File: src/hdl/pmmu_pkg.sv
package pmmu_pkg;

   // field and port widths
   localparam int ADDR_W   = 16;
   localparam int OFFSET_W = 12;
   localparam int VPN_W    = 4;
   localparam int FRAME_W  = 8;
   localparam int PHYS_W   = 20;
   localparam int FCOUNT_W = 5;
   localparam int CSR_AW   = 4;
   localparam int CSR_DW   = 32;

   // register indexes on the csr port
   localparam logic [1:0] REG_LRU_MODE    = 2'd0;
   localparam logic [1:0] REG_FRAME_COUNT = 2'd1;
   localparam logic [1:0] REG_FIRST_FRAME = 2'd2;

   // register reset values
   localparam logic                RST_LRU_MODE    = 1'b0;
   localparam logic [FCOUNT_W-1:0] RST_FRAME_COUNT = 5'd16;
   localparam logic [FRAME_W-1:0]  RST_FIRST_FRAME = 8'd64;

   typedef struct packed {
      logic [ADDR_W-1:0] logical_address;
      logic              req_type;
   } req_word_type;

   typedef struct packed {
      logic              fault;
      logic              dirty_evict;
      logic [PHYS_W-1:0] physical_address;
   } rsp_word_type;

   typedef enum logic {
      ST_IDLE,
      ST_EXEC
   } state_type;

   // controller to datapath
   typedef struct packed {
      logic capture;
      logic exec;
      logic load;
      logic evict;
      logic hit_move;
   } cmd_type;

   // datapath to controller
   typedef struct packed {
      logic hit;
      logic full;
      logic lru;
   } status_type;

endpackage

File: src/hdl/pmmu_ram.sv
module pmmu_ram #(
   parameter int WIDTH = 8,
   parameter int DEPTH = 16
) (
   input  logic                     clock,
   input  logic                     wr_en,
   input  logic [$clog2(DEPTH)-1:0] wr_addr,
   input  logic [WIDTH-1:0]         wr_data,
   input  logic                     rd_en,
   input  logic [$clog2(DEPTH)-1:0] rd_addr,
   output logic [WIDTH-1:0]         rd_data
);

   logic [WIDTH-1:0] mem_ff [DEPTH];
   logic [WIDTH-1:0] rd_data_ff;

   // one write port, one registered read port
   always_ff @(posedge clock) begin
      if (wr_en) begin
         mem_ff[wr_addr] <= wr_data;
      end
      if (rd_en) begin
         rd_data_ff <= mem_ff[rd_addr];
      end
   end

   assign rd_data = rd_data_ff;

endmodule

File: src/hdl/pmmu_ctrl.sv
module pmmu_ctrl (
   input  logic                  clock,
   input  logic                  reset,
   input  logic                  start,
   output logic                  busy,
   input  pmmu_pkg::status_type  status,
   output pmmu_pkg::cmd_type     cmd
);

   pmmu_pkg::state_type state_ff;
   pmmu_pkg::state_type state_in;

   // state register
   always_ff @(posedge clock) begin
      if (reset) begin
         state_ff <= pmmu_pkg::ST_IDLE;
      end else begin
         state_ff <= state_in;
      end
   end

   // next state and commands
   always_comb begin
      state_in     = state_ff;
      cmd          = '0;
      case (state_ff)
         pmmu_pkg::ST_IDLE: begin
            if (start) begin
               cmd.capture = 1'b1;
               state_in    = pmmu_pkg::ST_EXEC;
            end
         end
         pmmu_pkg::ST_EXEC: begin
            cmd.exec     = 1'b1;
            cmd.load     = !status.hit;
            cmd.evict    = !status.hit && status.full;
            cmd.hit_move = status.hit && status.lru;
            state_in     = pmmu_pkg::ST_IDLE;
         end
         default: begin
            state_in = pmmu_pkg::ST_IDLE;
         end
      endcase
   end

   assign busy = (state_ff == pmmu_pkg::ST_EXEC);

   // the update step is always followed by a return to idle
   a_exec_once: assert property (@(posedge clock) disable iff (reset)
      state_ff == pmmu_pkg::ST_EXEC |=> state_ff == pmmu_pkg::ST_IDLE)
      else $error("update step held longer than one cycle");

   // a reference is only captured while idle, and the update step follows each capture
   a_capture_idle: assert property (@(posedge clock) disable iff (reset)
      cmd.capture |=> cmd.exec)
      else $error("capture not followed by update step");

endmodule

File: src/hdl/pmmu_dp.sv
module pmmu_dp #(
   parameter int PAGE_COUNT = 16,
   parameter int MAX_FRAMES = 16
) (
   input  logic                                 clock,
   input  logic                                 reset,
   input  pmmu_pkg::cmd_type                    cmd,
   output pmmu_pkg::status_type                 status,
   input  logic                                 lru_mode,
   input  logic [$clog2(MAX_FRAMES+1)-1:0]      pool_n,
   input  logic                                 reinit,
   input  logic [pmmu_pkg::FRAME_W-1:0]         reinit_first,
   input  pmmu_pkg::req_word_type               req_data,
   output logic                                 rsp_valid,
   output pmmu_pkg::rsp_word_type               rsp_data
);

   localparam int PW = $clog2(PAGE_COUNT);
   localparam int SW = (MAX_FRAMES > 1) ? $clog2(MAX_FRAMES) : 1;
   localparam int NW = $clog2(MAX_FRAMES + 1);
   localparam int VPN_COUNT = 1 << pmmu_pkg::VPN_W;
   localparam int FW = pmmu_pkg::FRAME_W;

   // page number folding into the table
   logic [PW-1:0] page_map [VPN_COUNT];
   logic [PW-1:0] req_page;

   for (genvar g = 0; g < VPN_COUNT; g++) begin : g_page_map
      assign page_map[g] = PW'(g % PAGE_COUNT);
   end

   assign req_page = page_map[req_data.logical_address[pmmu_pkg::ADDR_W-1 -: pmmu_pkg::VPN_W]];

   // captured reference
   logic [pmmu_pkg::OFFSET_W-1:0] offset_ff;
   logic                          write_ff;
   logic [PW-1:0]                 page_ff;

   always_ff @(posedge clock) begin
      if (cmd.capture) begin
         offset_ff <= req_data.logical_address[pmmu_pkg::OFFSET_W-1:0];
         write_ff  <= req_data.req_type;
         page_ff   <= req_page;
      end
   end

   // page table marks, frame order queue and per page queue slot
   logic [PAGE_COUNT-1:0] valid_ff, valid_in;
   logic [PAGE_COUNT-1:0] mod_ff, mod_in;
   logic [SW-1:0]         pos_ff [PAGE_COUNT];
   logic [SW-1:0]         pos_in [PAGE_COUNT];
   logic [FW-1:0]         slot_frame_ff [MAX_FRAMES];
   logic [FW-1:0]         slot_frame_in [MAX_FRAMES];
   logic [PW-1:0]         slot_page_ff [MAX_FRAMES];
   logic [PW-1:0]         slot_page_in [MAX_FRAMES];
   logic [NW-1:0]         used_ff, used_in;
   logic                  rsp_valid_ff;
   pmmu_pkg::rsp_word_type rsp_data_ff;

   logic [FW-1:0] frame_rd;
   logic          hit;
   logic          full;
   logic          shift_en;
   logic [SW-1:0] k;
   logic [SW-1:0] last;
   logic [PW-1:0] victim;
   logic [FW-1:0] v_frame;
   logic          wb;

   // page to frame store
   pmmu_ram #(
      .WIDTH (FW),
      .DEPTH (PAGE_COUNT)
   ) u_frame_ram (
      .clock   (clock),
      .wr_en   (cmd.exec && cmd.load),
      .wr_addr (page_ff),
      .wr_data (slot_frame_ff[0]),
      .rd_en   (cmd.capture),
      .rd_addr (req_page),
      .rd_data (frame_rd)
   );

   // lookup status
   assign hit    = valid_ff[page_ff];
   assign full   = (used_ff == pool_n);
   assign status = '{hit: hit, full: full, lru: lru_mode};

   // move-to-back control: a load takes the head, a hit takes its own slot
   assign shift_en = cmd.exec && (cmd.load || cmd.hit_move);
   assign k        = cmd.load ? '0 : pos_ff[page_ff];
   assign last     = SW'(pool_n - NW'(1));
   assign victim   = slot_page_ff[0];
   assign v_frame  = cmd.load ? slot_frame_ff[0] : frame_rd;
   assign wb       = cmd.evict && mod_ff[victim];

   // queue slots shift left over [k, last) and the moved frame lands at last
   always_comb begin
      for (int i = 0; i < MAX_FRAMES; i++) begin
         slot_frame_in[i] = slot_frame_ff[i];
         slot_page_in[i]  = slot_page_ff[i];
         if (reinit) begin
            slot_frame_in[i] = FW'(int'(reinit_first) + i);
         end else if (shift_en) begin
            if (i == int'(last)) begin
               slot_frame_in[i] = v_frame;
               slot_page_in[i]  = page_ff;
            end else if (i >= int'(k) && i < int'(last)) begin
               slot_frame_in[i] = slot_frame_ff[(i < MAX_FRAMES - 1) ? i + 1 : i];
               slot_page_in[i]  = slot_page_ff[(i < MAX_FRAMES - 1) ? i + 1 : i];
            end
         end
      end
   end

   // slot of each page follows the queue shift
   always_comb begin
      for (int p = 0; p < PAGE_COUNT; p++) begin
         pos_in[p] = pos_ff[p];
         if (shift_en) begin
            if (p == int'(page_ff)) begin
               pos_in[p] = last;
            end else if (pos_ff[p] > k) begin
               pos_in[p] = pos_ff[p] - SW'(1);
            end
         end
      end
   end

   // valid and modified marks, frames in use
   always_comb begin
      valid_in = valid_ff;
      mod_in   = mod_ff;
      used_in  = used_ff;
      if (reinit) begin
         valid_in = '0;
         mod_in   = '0;
         used_in  = '0;
      end else if (cmd.exec) begin
         if (cmd.evict) begin
            valid_in[victim] = 1'b0;
         end
         if (cmd.load) begin
            valid_in[page_ff] = 1'b1;
            mod_in[page_ff]   = write_ff;
            if (!full) begin
               used_in = used_ff + NW'(1);
            end
         end else begin
            mod_in[page_ff] = mod_ff[page_ff] | write_ff;
         end
      end
   end

   // control state
   always_ff @(posedge clock) begin
      if (reset) begin
         valid_ff     <= '0;
         mod_ff       <= '0;
         used_ff      <= '0;
         rsp_valid_ff <= 1'b0;
         for (int i = 0; i < MAX_FRAMES; i++) begin
            slot_frame_ff[i] <= FW'(int'(pmmu_pkg::RST_FIRST_FRAME) + i);
         end
      end else begin
         valid_ff      <= valid_in;
         mod_ff        <= mod_in;
         used_ff       <= used_in;
         rsp_valid_ff  <= cmd.exec;
         slot_frame_ff <= slot_frame_in;
      end
   end

   // payload state
   always_ff @(posedge clock) begin
      slot_page_ff <= slot_page_in;
      pos_ff       <= pos_in;
      if (cmd.exec) begin
         rsp_data_ff.fault            <= cmd.load;
         rsp_data_ff.dirty_evict      <= wb;
         rsp_data_ff.physical_address <= {v_frame, offset_ff};
      end
   end

   assign rsp_valid = rsp_valid_ff;
   assign rsp_data  = rsp_data_ff;

   // frames in use never pass the pool size
   a_used_bound: assert property (@(posedge clock) disable iff (reset)
      used_ff <= pool_n)
      else $error("frames in use exceed pool size");

   // the head frame always belongs to a resident page when the pool is full
   a_victim_valid: assert property (@(posedge clock) disable iff (reset)
      cmd.exec && cmd.evict |-> valid_ff[victim])
      else $error("eviction of a page that is not resident");

   // write-back only comes with a page fault
   a_wb_fault: assert property (@(posedge clock) disable iff (reset)
      rsp_valid_ff |-> (rsp_data_ff.fault || !rsp_data_ff.dirty_evict))
      else $error("write-back on a hit");

endmodule

File: src/hdl/paging_mmu_fifo_lru_replacement.sv
// result path: the edge that takes start captures the reference and enters the update
//   step; rsp_valid and the result word are registered at the end of that step
// a new reference is taken only after the update step, while busy is low; each
//   reference is a registered read of the page-to-frame store, then the update step
// the receiver cannot stall: each result is shown for exactly one cycle
// reset (synchronous, active high): page table empty, queue rebuilt from
//   first frame 64, FIFO policy, 16 frames
module paging_mmu_fifo_lru_replacement #(
   parameter int PAGE_COUNT = 16,
   parameter int MAX_FRAMES = 16
) (
   input  logic                          clock,
   input  logic                          reset,
   input  logic                          start,
   output logic                          busy,
   input  pmmu_pkg::req_word_type        req_data,
   output logic                          rsp_valid,
   output pmmu_pkg::rsp_word_type        rsp_data,
   input  logic                          psel,
   input  logic                          penable,
   input  logic                          pwrite,
   input  logic [pmmu_pkg::CSR_AW-1:0]   paddr,
   input  logic [pmmu_pkg::CSR_DW-1:0]   pwdata,
   output logic [pmmu_pkg::CSR_DW-1:0]   prdata,
   output logic                          pready
);

   localparam int NW = $clog2(MAX_FRAMES + 1);

   logic                            lru_ff, lru_in;
   logic [pmmu_pkg::FCOUNT_W-1:0]   fcount_ff, fcount_in;
   logic [pmmu_pkg::FRAME_W-1:0]    first_ff, first_in;
   logic                            csr_wr;
   logic [1:0]                      csr_idx;
   logic                            reinit;
   logic [NW-1:0]                   pool_n;
   pmmu_pkg::cmd_type               cmd;
   pmmu_pkg::status_type            status;

   assign pready  = 1'b1;
   assign csr_wr  = psel && penable && pwrite;
   assign csr_idx = paddr[3:2];

   // register writes
   always_comb begin
      lru_in    = lru_ff;
      fcount_in = fcount_ff;
      first_in  = first_ff;
      reinit    = 1'b0;
      if (csr_wr) begin
         case (csr_idx)
            pmmu_pkg::REG_LRU_MODE: begin
               lru_in = pwdata[0];
            end
            pmmu_pkg::REG_FRAME_COUNT: begin
               fcount_in = pwdata[pmmu_pkg::FCOUNT_W-1:0];
               reinit    = 1'b1;
            end
            pmmu_pkg::REG_FIRST_FRAME: begin
               first_in = pwdata[pmmu_pkg::FRAME_W-1:0];
               reinit   = 1'b1;
            end
            default: begin
            end
         endcase
      end
   end

   always_ff @(posedge clock) begin
      if (reset) begin
         lru_ff    <= pmmu_pkg::RST_LRU_MODE;
         fcount_ff <= pmmu_pkg::RST_FRAME_COUNT;
         first_ff  <= pmmu_pkg::RST_FIRST_FRAME;
      end else begin
         lru_ff    <= lru_in;
         fcount_ff <= fcount_in;
         first_ff  <= first_in;
      end
   end

   // register reads
   always_comb begin
      case (csr_idx)
         pmmu_pkg::REG_LRU_MODE:    prdata = pmmu_pkg::CSR_DW'(lru_ff);
         pmmu_pkg::REG_FRAME_COUNT: prdata = pmmu_pkg::CSR_DW'(fcount_ff);
         pmmu_pkg::REG_FIRST_FRAME: prdata = pmmu_pkg::CSR_DW'(first_ff);
         default:                   prdata = '0;
      endcase
   end

   // pool size: zero acts as one, clipped to the queue depth
   always_comb begin
      if (fcount_ff == '0) begin
         pool_n = NW'(1);
      end else if (int'(fcount_ff) > MAX_FRAMES) begin
         pool_n = NW'(MAX_FRAMES);
      end else begin
         pool_n = NW'(fcount_ff);
      end
   end

   pmmu_ctrl u_ctrl (
      .clock  (clock),
      .reset  (reset),
      .start  (start),
      .busy   (busy),
      .status (status),
      .cmd    (cmd)
   );

   pmmu_dp #(
      .PAGE_COUNT (PAGE_COUNT),
      .MAX_FRAMES (MAX_FRAMES)
   ) u_dp (
      .clock        (clock),
      .reset        (reset),
      .cmd          (cmd),
      .status       (status),
      .lru_mode     (lru_ff),
      .pool_n       (pool_n),
      .reinit       (reinit),
      .reinit_first (first_in),
      .req_data     (req_data),
      .rsp_valid    (rsp_valid),
      .rsp_data     (rsp_data)
   );

endmodule

File: config.mk
export PLATFORM = sky130hd
export DESIGN_NAME = paging_mmu_fifo_lru_replacement
export DESIGN_NICKNAME = d
export VERILOG_FILES = /design/src/hdl/pmmu_pkg.sv /design/src/hdl/pmmu_ram.sv /design/src/hdl/pmmu_ctrl.sv /design/src/hdl/pmmu_dp.sv /design/src/hdl/paging_mmu_fifo_lru_replacement.sv
export SDC_FILE = /design/constraint.sdc
export NUM_CORES = 1
export LEC_CHECK = 0
export BUFFER_PORTS_ARGS = -buffer_cell sky130_fd_sc_hd__buf_2
export CAP_MARGIN = 20
export CORE_MARGIN = 2
export CORE_UTILIZATION = 28
export CTS_CLUSTER_SIZE = 12
export DETAILED_ROUTE_END_ITERATION = 8
export SYNTH_ARGS = -nofsm -noshare
export SYNTH_HDL_FRONTEND = slang
export SYNTH_SLANG_ARGS = --single-unit
File: constraint.sdc
create_clock -name clock -period 8.8 [get_ports clock]
set_input_delay 0.44 -clock clock [delete_from_list [all_inputs] [get_ports clock]]
set_output_delay 0.44 -clock clock [all_outputs]
set_load 0.005 [all_outputs]
---- Word level (Yosys, flattened, before mapping) ----
Memories as Yosys holds them, arrays and structs flattened. A register that Yosys moved wholly into a read port is not among the register bits.
Index checks and enable logic that the tools add are counted.
word-level totals
  memory bits (read-only) ................. 64
  input bits .............................. 59
  logic and storage cells ................. 485
  output and inout bits ................... 57
  memories kept ........................... 2
  flip-flop bits (word level) ............. 348
  RAM bits ................................ 128
memories
  memory                   depth  width  read ports  clocked after Yosys merged registers in  wr ports  RTL line        text
  u_dp.u_frame_ram.mem_ff  16     8      1           1                                        1         pmmu_ram.sv:14  logic [WIDTH-1:0] mem_ff [DEPTH];
  (name not given)         16     4      1           0                                        0         pmmu_dp.sv:32   assign req_page = page_map[req_data.logical_address[pmmu_pkg::ADDR_W-1 -: pmmu_pkg::VPN_W]];
operators by class
  muxes and demuxes ....................... 162
  magnitude comparators ................... 53
  add/sub/neg operators ................... 33
  eq/ne operators ......................... 33
  reduce and logical (&&, ||, !) cells .... 131
  bitwise operators ....................... 9
operator list
  cell                                                                         number
  8-bit two-way mux                                                            66
  4-bit two-way mux                                                            68
  16-bit two-way mux                                                           5
  2-bit AND reduction                                                          34
  4-bit by 1-bit subtractor with 4-bit output, second input constant           17
  2-bit nonzero test                                                           33
  8-bit by 4-bit adder with 8-bit output, second input constant                8
  4-bit equality test, first input constant                                    16
  4-bit > comparator                                                           16
  3-bit AND reduction                                                          17
  3-bit nonzero test                                                           15
  8-bit by 3-bit adder with 8-bit output, second input constant                4
  16-bit bitwise mux                                                           2
  3-bit by 4-bit equality test with 1-bit output, first input constant         8
  4-bit >= comparator, first input constant                                    7
  4-bit less-than comparator, first input constant                             7
  1-bit logical AND                                                            24
  8-bit case mux with 3 select lines                                           1
  8-bit by 2-bit adder with 8-bit output, second input constant                2
  16-bit AND                                                                   1
  4-bit binary-select mux with 4-bit select                                    1
  2-bit by 4-bit equality test with 1-bit output, first input constant         4
  3-bit by 4-bit >= comparator with 1-bit output, first input constant         4
  3-bit by 4-bit less-than comparator with 1-bit output, first input constant  4
  other kinds (30)                                                             57

---- Depth between registers and ports, before layout ----
  word-level depth ........................ 13
  depth in mapped cells ................... 17
  mapped depth without buffers ............ 13

---- Cells and area by module ----
A second synthesis with hierarchy kept.
second synthesis, totals
  cell total of the unflattened synthesis .. 2499
  area, all modules ....................... 26511.7 um^2
by module, submodules not included
  module                           sequential area each (um^2)  area each (um^2)  times used  cells each
  pmmu_dp                          8338.0                       20093.0           1           2141
  pmmu_ram                         4083.9                       5227.5            1           229
  paging_mmu_fifo_lru_replacement  280.3                        1114.8            1           121
  pmmu_ctrl                        20.0                         76.3              1           8

---- Least setup slack after synthesis ----
OpenSTA, ideal clock, no wires.
  path kind ............................... reg-to-reg
  start ................................... register u_dp.page_ff[1]
  end ..................................... register u_dp.pos_ff[10] in the netlist's numbering, enable pin
  data required time ...................... 8.461 ns
  stages on the path, launching flop included .. 17
  setup time .............................. 0.339 ns
  data arrival time ....................... 3.666 ns
  path buffers ............................ 4
  setup slack ............................. 4.795 ns
  clock period less this slack ............ 4.005 ns
  path through ............................ edfxtp_1 -> buf_6 -> mux4_2 -> mux4_2 -> nand2b_4 -> buf_12 -> inv_4 -> buf_2 -> buf_1 -> nor2_1 -> ha_1 -> nor2b_1 -> o21ai_0 -> nand2b_1 -> a21oi_1 -> a41o_1 -> a21oi_1
RTL lines
  what                    RTL line        text
  start, declared         pmmu_dp.sv:37   logic [PW-1:0] page_ff;
  start signal, assigned  pmmu_dp.sv:43   page_ff <= req_page;
  end signal, assigned    pmmu_dp.sv:177  pos_ff <= pos_in;
  end, declared           pmmu_dp.sv:50   logic [SW-1:0] pos_ff [PAGE_COUNT];

---- Worst setup path after layout ----
  start ................................... register fcount_ff[4] in the netlist's numbering
  end ..................................... register u_dp.slot_frame_ff[122] in the netlist's numbering
on the way
  longest elaborated chain between the ends .. 8
  elaborated cells on any way between the ends .. 13
  classes of those cells .................. add/sub (1); order compare (2); mux (5); reduce/logical (5)
ends and longest elaborated chain
  what                                                                                        RTL line                               text
  start, declared                                                                             paging_mmu_fifo_lru_replacement.sv:31  logic [pmmu_pkg::FCOUNT_W-1:0] fcount_ff, fcount_in;
  start signal, assigned                                                                      paging_mmu_fifo_lru_replacement.sv:72  fcount_ff <= pmmu_pkg::RST_FRAME_COUNT;
  start signal, assigned                                                                      paging_mmu_fifo_lru_replacement.sv:76  fcount_ff <= fcount_in;
  5-bit > comparator                                                                          paging_mmu_fifo_lru_replacement.sv:95  end else if (int'(fcount_ff) > MAX_FRAMES) begin
  5-bit two-way mux                                                                           paging_mmu_fifo_lru_replacement.sv:95
  5-bit two-way mux *                                                                         paging_mmu_fifo_lru_replacement.sv:93  if (fcount_ff == '0) begin
  4-bit by 1-bit subtractor with 4-bit output *                                               pmmu_dp.sv:92                          assign last = SW'(pool_n - NW'(1));
  1-bit by 4-bit less-than comparator with 1-bit output or 4-bit logical NOT (tied branches)  pmmu_dp.sv:108, pmmu_dp.sv:105
  1-bit logical AND or 8-bit two-way mux (tied branches)                                      pmmu_dp.sv:108, pmmu_dp.sv:105
  3-bit nonzero test (no line) or 8-bit two-way mux (tied branches)                           --
  2-bit AND reduction (no line) or 8-bit two-way mux (tied branches)                          --
  end signal, assigned by index                                                               pmmu_dp.sv:163                         slot_frame_ff[i] <= FW'(int'(pmmu_pkg::RST_FIRST_FRAME) + i);
  end signal, assigned                                                                        pmmu_dp.sv:170                         slot_frame_ff <= slot_frame_in;
  end, declared                                                                               pmmu_dp.sv:52                          logic [FW-1:0] slot_frame_ff [MAX_FRAMES];
Every way passes the cells marked *; elsewhere a longest branch is shown, timed or not. The select of a mux whose other input is x is not followed.
A chain may end at the register's enable or synchronous reset.

==> summary.txt <==
Status: completed
Simple-Gate Fraction of Synth Area: 0.107
Vias per cell: 5.14
Max Slew Vio Count: 0
Cts bufs inserted: 53
Final net count: 2,598
Top cell family by delay on the critical path: simple AND/OR/NAND/NOR gates
Most frequently used flop master after synthesis: edfxtp_1
Critical Path Fanout Max: 21
Post-CTS Setup Inserts: 0
CTS tree: done
Share of layout cells above drive strength 1: 0.147
Post-route minimum period: 5.21 ns
Pleak: 10.2 nW
Synth warn: 0
GR Overflow Total: 0
Clock Tree Root: clkbuf_16
Power per cell area: 189 nW/um^2
Synth async-reset ratio: 0
Synth Cell Area: 25,700 sq um
Avg Cell Area, Syn: 10.6 sq um
Initial antenna violation count: 3
Clk_lat worst skew: 0.62 ns
Post-synthesis cell count: 2,431
Final Non-Filler Cells: 3,666
TritonRoute pass-1 iters: 5
Unrepaired setup endpoints after global routing: false
# clock sinks: 484
Worst slew pin tran: 1.19 ns
Tot GR Track Use: 0.146
Yosys reg bits: 484
Crit path largest cell delay: 0.84 ns
Clock skew: 0.0286 ns
CP bufs+invs: 3
H-tree depth: 2
ANT nets after route: 0
Total length of routed wires: 69.8 mm
Area delta synth->final: 12.6%
Iteration-0 DRC Markers: 1,810
Post-synth top area share: 0.354
Largest family of logic cells by synthesized area: compound AO/OA/AOI/OAI gates
Worst setup SP type: flip-flop
Placed Cells incl. Taps: 3,556
Vias: 18,800
Top post-synthesis cells by area: edfxtp_1, dfxtp_1, mux4_2
Yosys cell types: 82
Routed wire length per instance: 19.1 microns
EDFF count, synth: 303
# IOs: 116
# diodes: 0
CTS Buffer Depth: 3
Post-synthesis mux area share: 0.0984
# DRC: 0
Filler cells: 9,186
Routability cong.: 0.845
Max Cap Viol: 0
Fin Setup TNS: 0 ns
Post-synthesis adder-cell area fraction: 0.0502
Slowest cell on crit path: and3_1
Clk slew on worst S/H paths: 0.06 ns
Slew HR: 0.195
Row count: 111
Final Hold Fails: 0
Crit-path cells: clkinv_1, o21a_1, buf_4, inv_1, ha_1, nand3b_1, o31ai_1, and3_1, a311oi_1, nor2_1, o211ai_1, a31oi_1
Core area: 91,200 sq um
Crit share post-route: 0.592
Synth area leader: edfxtp_1
Die X: 307 microns
Max Clk Rate: 192 MHz
Req. time, crit path: 9.33 ns
Final setup viols: 0
Critical path type: reg -> reg
Port buffer count: 64
Most numerous cell in the Yosys netlist: edfxtp_1
First-pass GRT wire length: 109 mm
Synth top cells by count: edfxtp_1, a21oi_1, nor2_1, nand2_1, dfxtp_1
Multi-input logic area: 11,900 sq um
Vias in the first global route: 17,900
Xor and xnor area share after synthesis: 0.0355
Reg area: 12,700 sq um
Largest net degree at the start of global routing: 88
Seq/Total Area, Yosys: 0.496
Detailed Place HPWL: 46.6 mm
Starting Density: 0.281
CP arrival: 5.74 ns
Die area: 94,100 sq um
Critical path capture point type: flip-flop
Compound-gate portion of the synthesized area: 0.164
Largest vdd supply drop: 0.148 mV
DIE HEIGHT: 307 microns
Worst hold path class: in -> reg
-- path summary, 6_finish.rpt --
| kind | from | endpoint | slack (ns) | depth (start not counted) |
|---|---|---|---|---|
| hold / removal | req_data[4] | u_dp.offset_ff[3] | 0.03 | 1 |
| setup reg to reg | fcount_ff[4] | u_dp.slot_frame_ff[122] | 3.59 | 12 |
| setup / recovery | fcount_ff[4] | u_dp.slot_frame_ff[122] | 3.59 | 12 |
| hold reg to reg | u_dp.offset_ff[7] | u_dp.rsp_data[7] | 0.41 | 0 |
-- placed cells by master, fill, tap and decap left out, drive strengths merged, types with 28 or more instances in the layout --
cell type  count
edfxtp       303
a21oi        289
nor2         231
nand2        195
dfxtp        181
o21ai        147
buf          113
ha           103
inv           83
clkbuf        77
nor3          73
mux4          72
a211oi        58
xor2          56
mux2          48
xnor2         48
a31oi         39
o211ai        38
nor2b         29
mux2i         28
-- timing repair --
item / in CTS / in global routing
setup endpoints to repair: 0 / 0
resized for setup: 0 / 0
endpoints found under the hold margin: 9 / 0
hold buffers: 9 / 0
-- flip-flops by register name (all words and copies together) (netlist names), 4 cells and up --
name / flops
u_dp.rsp_data: 22
first_ff: 8
u_dp.page_ff: 4
u_dp.pos_ff: 64
u_dp.used_ff: 5
u_dp.slot_page_ff: 60
fcount_ff: 5
u_dp.slot_frame_ff: 128
u_dp.u_frame_ram.mem_ff: 128
u_dp.mod_ff: 16
u_dp.victim: 4
u_dp.u_frame_ram.rd_data: 8
u_dp.valid_ff: 16
u_dp.offset_ff: 12
-- per-stage QoR --
step / hold WS, ns / worst slack, ns / power, mW / area (sq um) / util
after floorplan: 0.400 / 4.79 / 3.11 / 25800 / -
after global placement: 0.400 / 3.77 / 3.29 / 27100 / 0.297
after detailed placement: 0.405 / 3.73 / 3.30 / 27100 / 0.297
after CTS: 0.00215 / 3.67 / 5.50 / 28900 / 0.316
after global routing: 0.0152 / 3.25 / 5.67 / 28900 / 0.317
final: 0.0333 / 3.59 / 5.46 / 28900 / 0.317
-- cell type report --
class                   count  share of cell area
well taps                1186              0.0514
clock buffers              77              0.0526
repair buffers            122              0.0271
clock inverters            22             0.00658
multi-input cells        1691               0.411
inverters                  84              0.0110
flip-flops and latches    484               0.440
-- layer usage --
metal / vias to the layer above / wire length [microns] / track usage
met4: 2 / 1320 / 0.0368
met3: 96 / 4540 / 0.0218
met5: - / 7 / 0
met1: 9125 / 32200 / 0.208
met2: 659 / 31800 / 0.233
li1: 8964 / - / -
-- report_power, final --
part           switching (mW)  internal, mW  leakage (nW)
Combinational           0.424         0.258          5.12
Sequential             0.0639          2.52          4.21
Clock                   0.934          1.26         0.836
Total                    1.42          4.04          10.2
-- worst register-to-register path, stage by stage (launching register included) --
cell	delay, ns
dfxtp_1	0.63
clkinv_1	0.43
o21a_1	0.21
buf_4	0.20
inv_1	0.67
ha_1	0.51
nand3b_1	0.16
o31ai_1	0.20
and3_1	0.84
a311oi_1	0.25
nor2_1	0.63
o211ai_1	0.19
a31oi_1	0.21
-- cells by family (layout without fill, tap and decap cells) --
kind of cell | after synthesis | count (layout)
flip-flops | 484 | 484
AND/OR/NAND/NOR | 626 | 626
other | 2 | 25
AO/OA/AOI/OAI | 685 | 685
buffers and inverters | 279 | 305
XOR/XNOR | 104 | 104
adder cells (fa/ha/maj) | 103 | 103
multiplexers | 148 | 148
(Power assumes the default switching activity.)
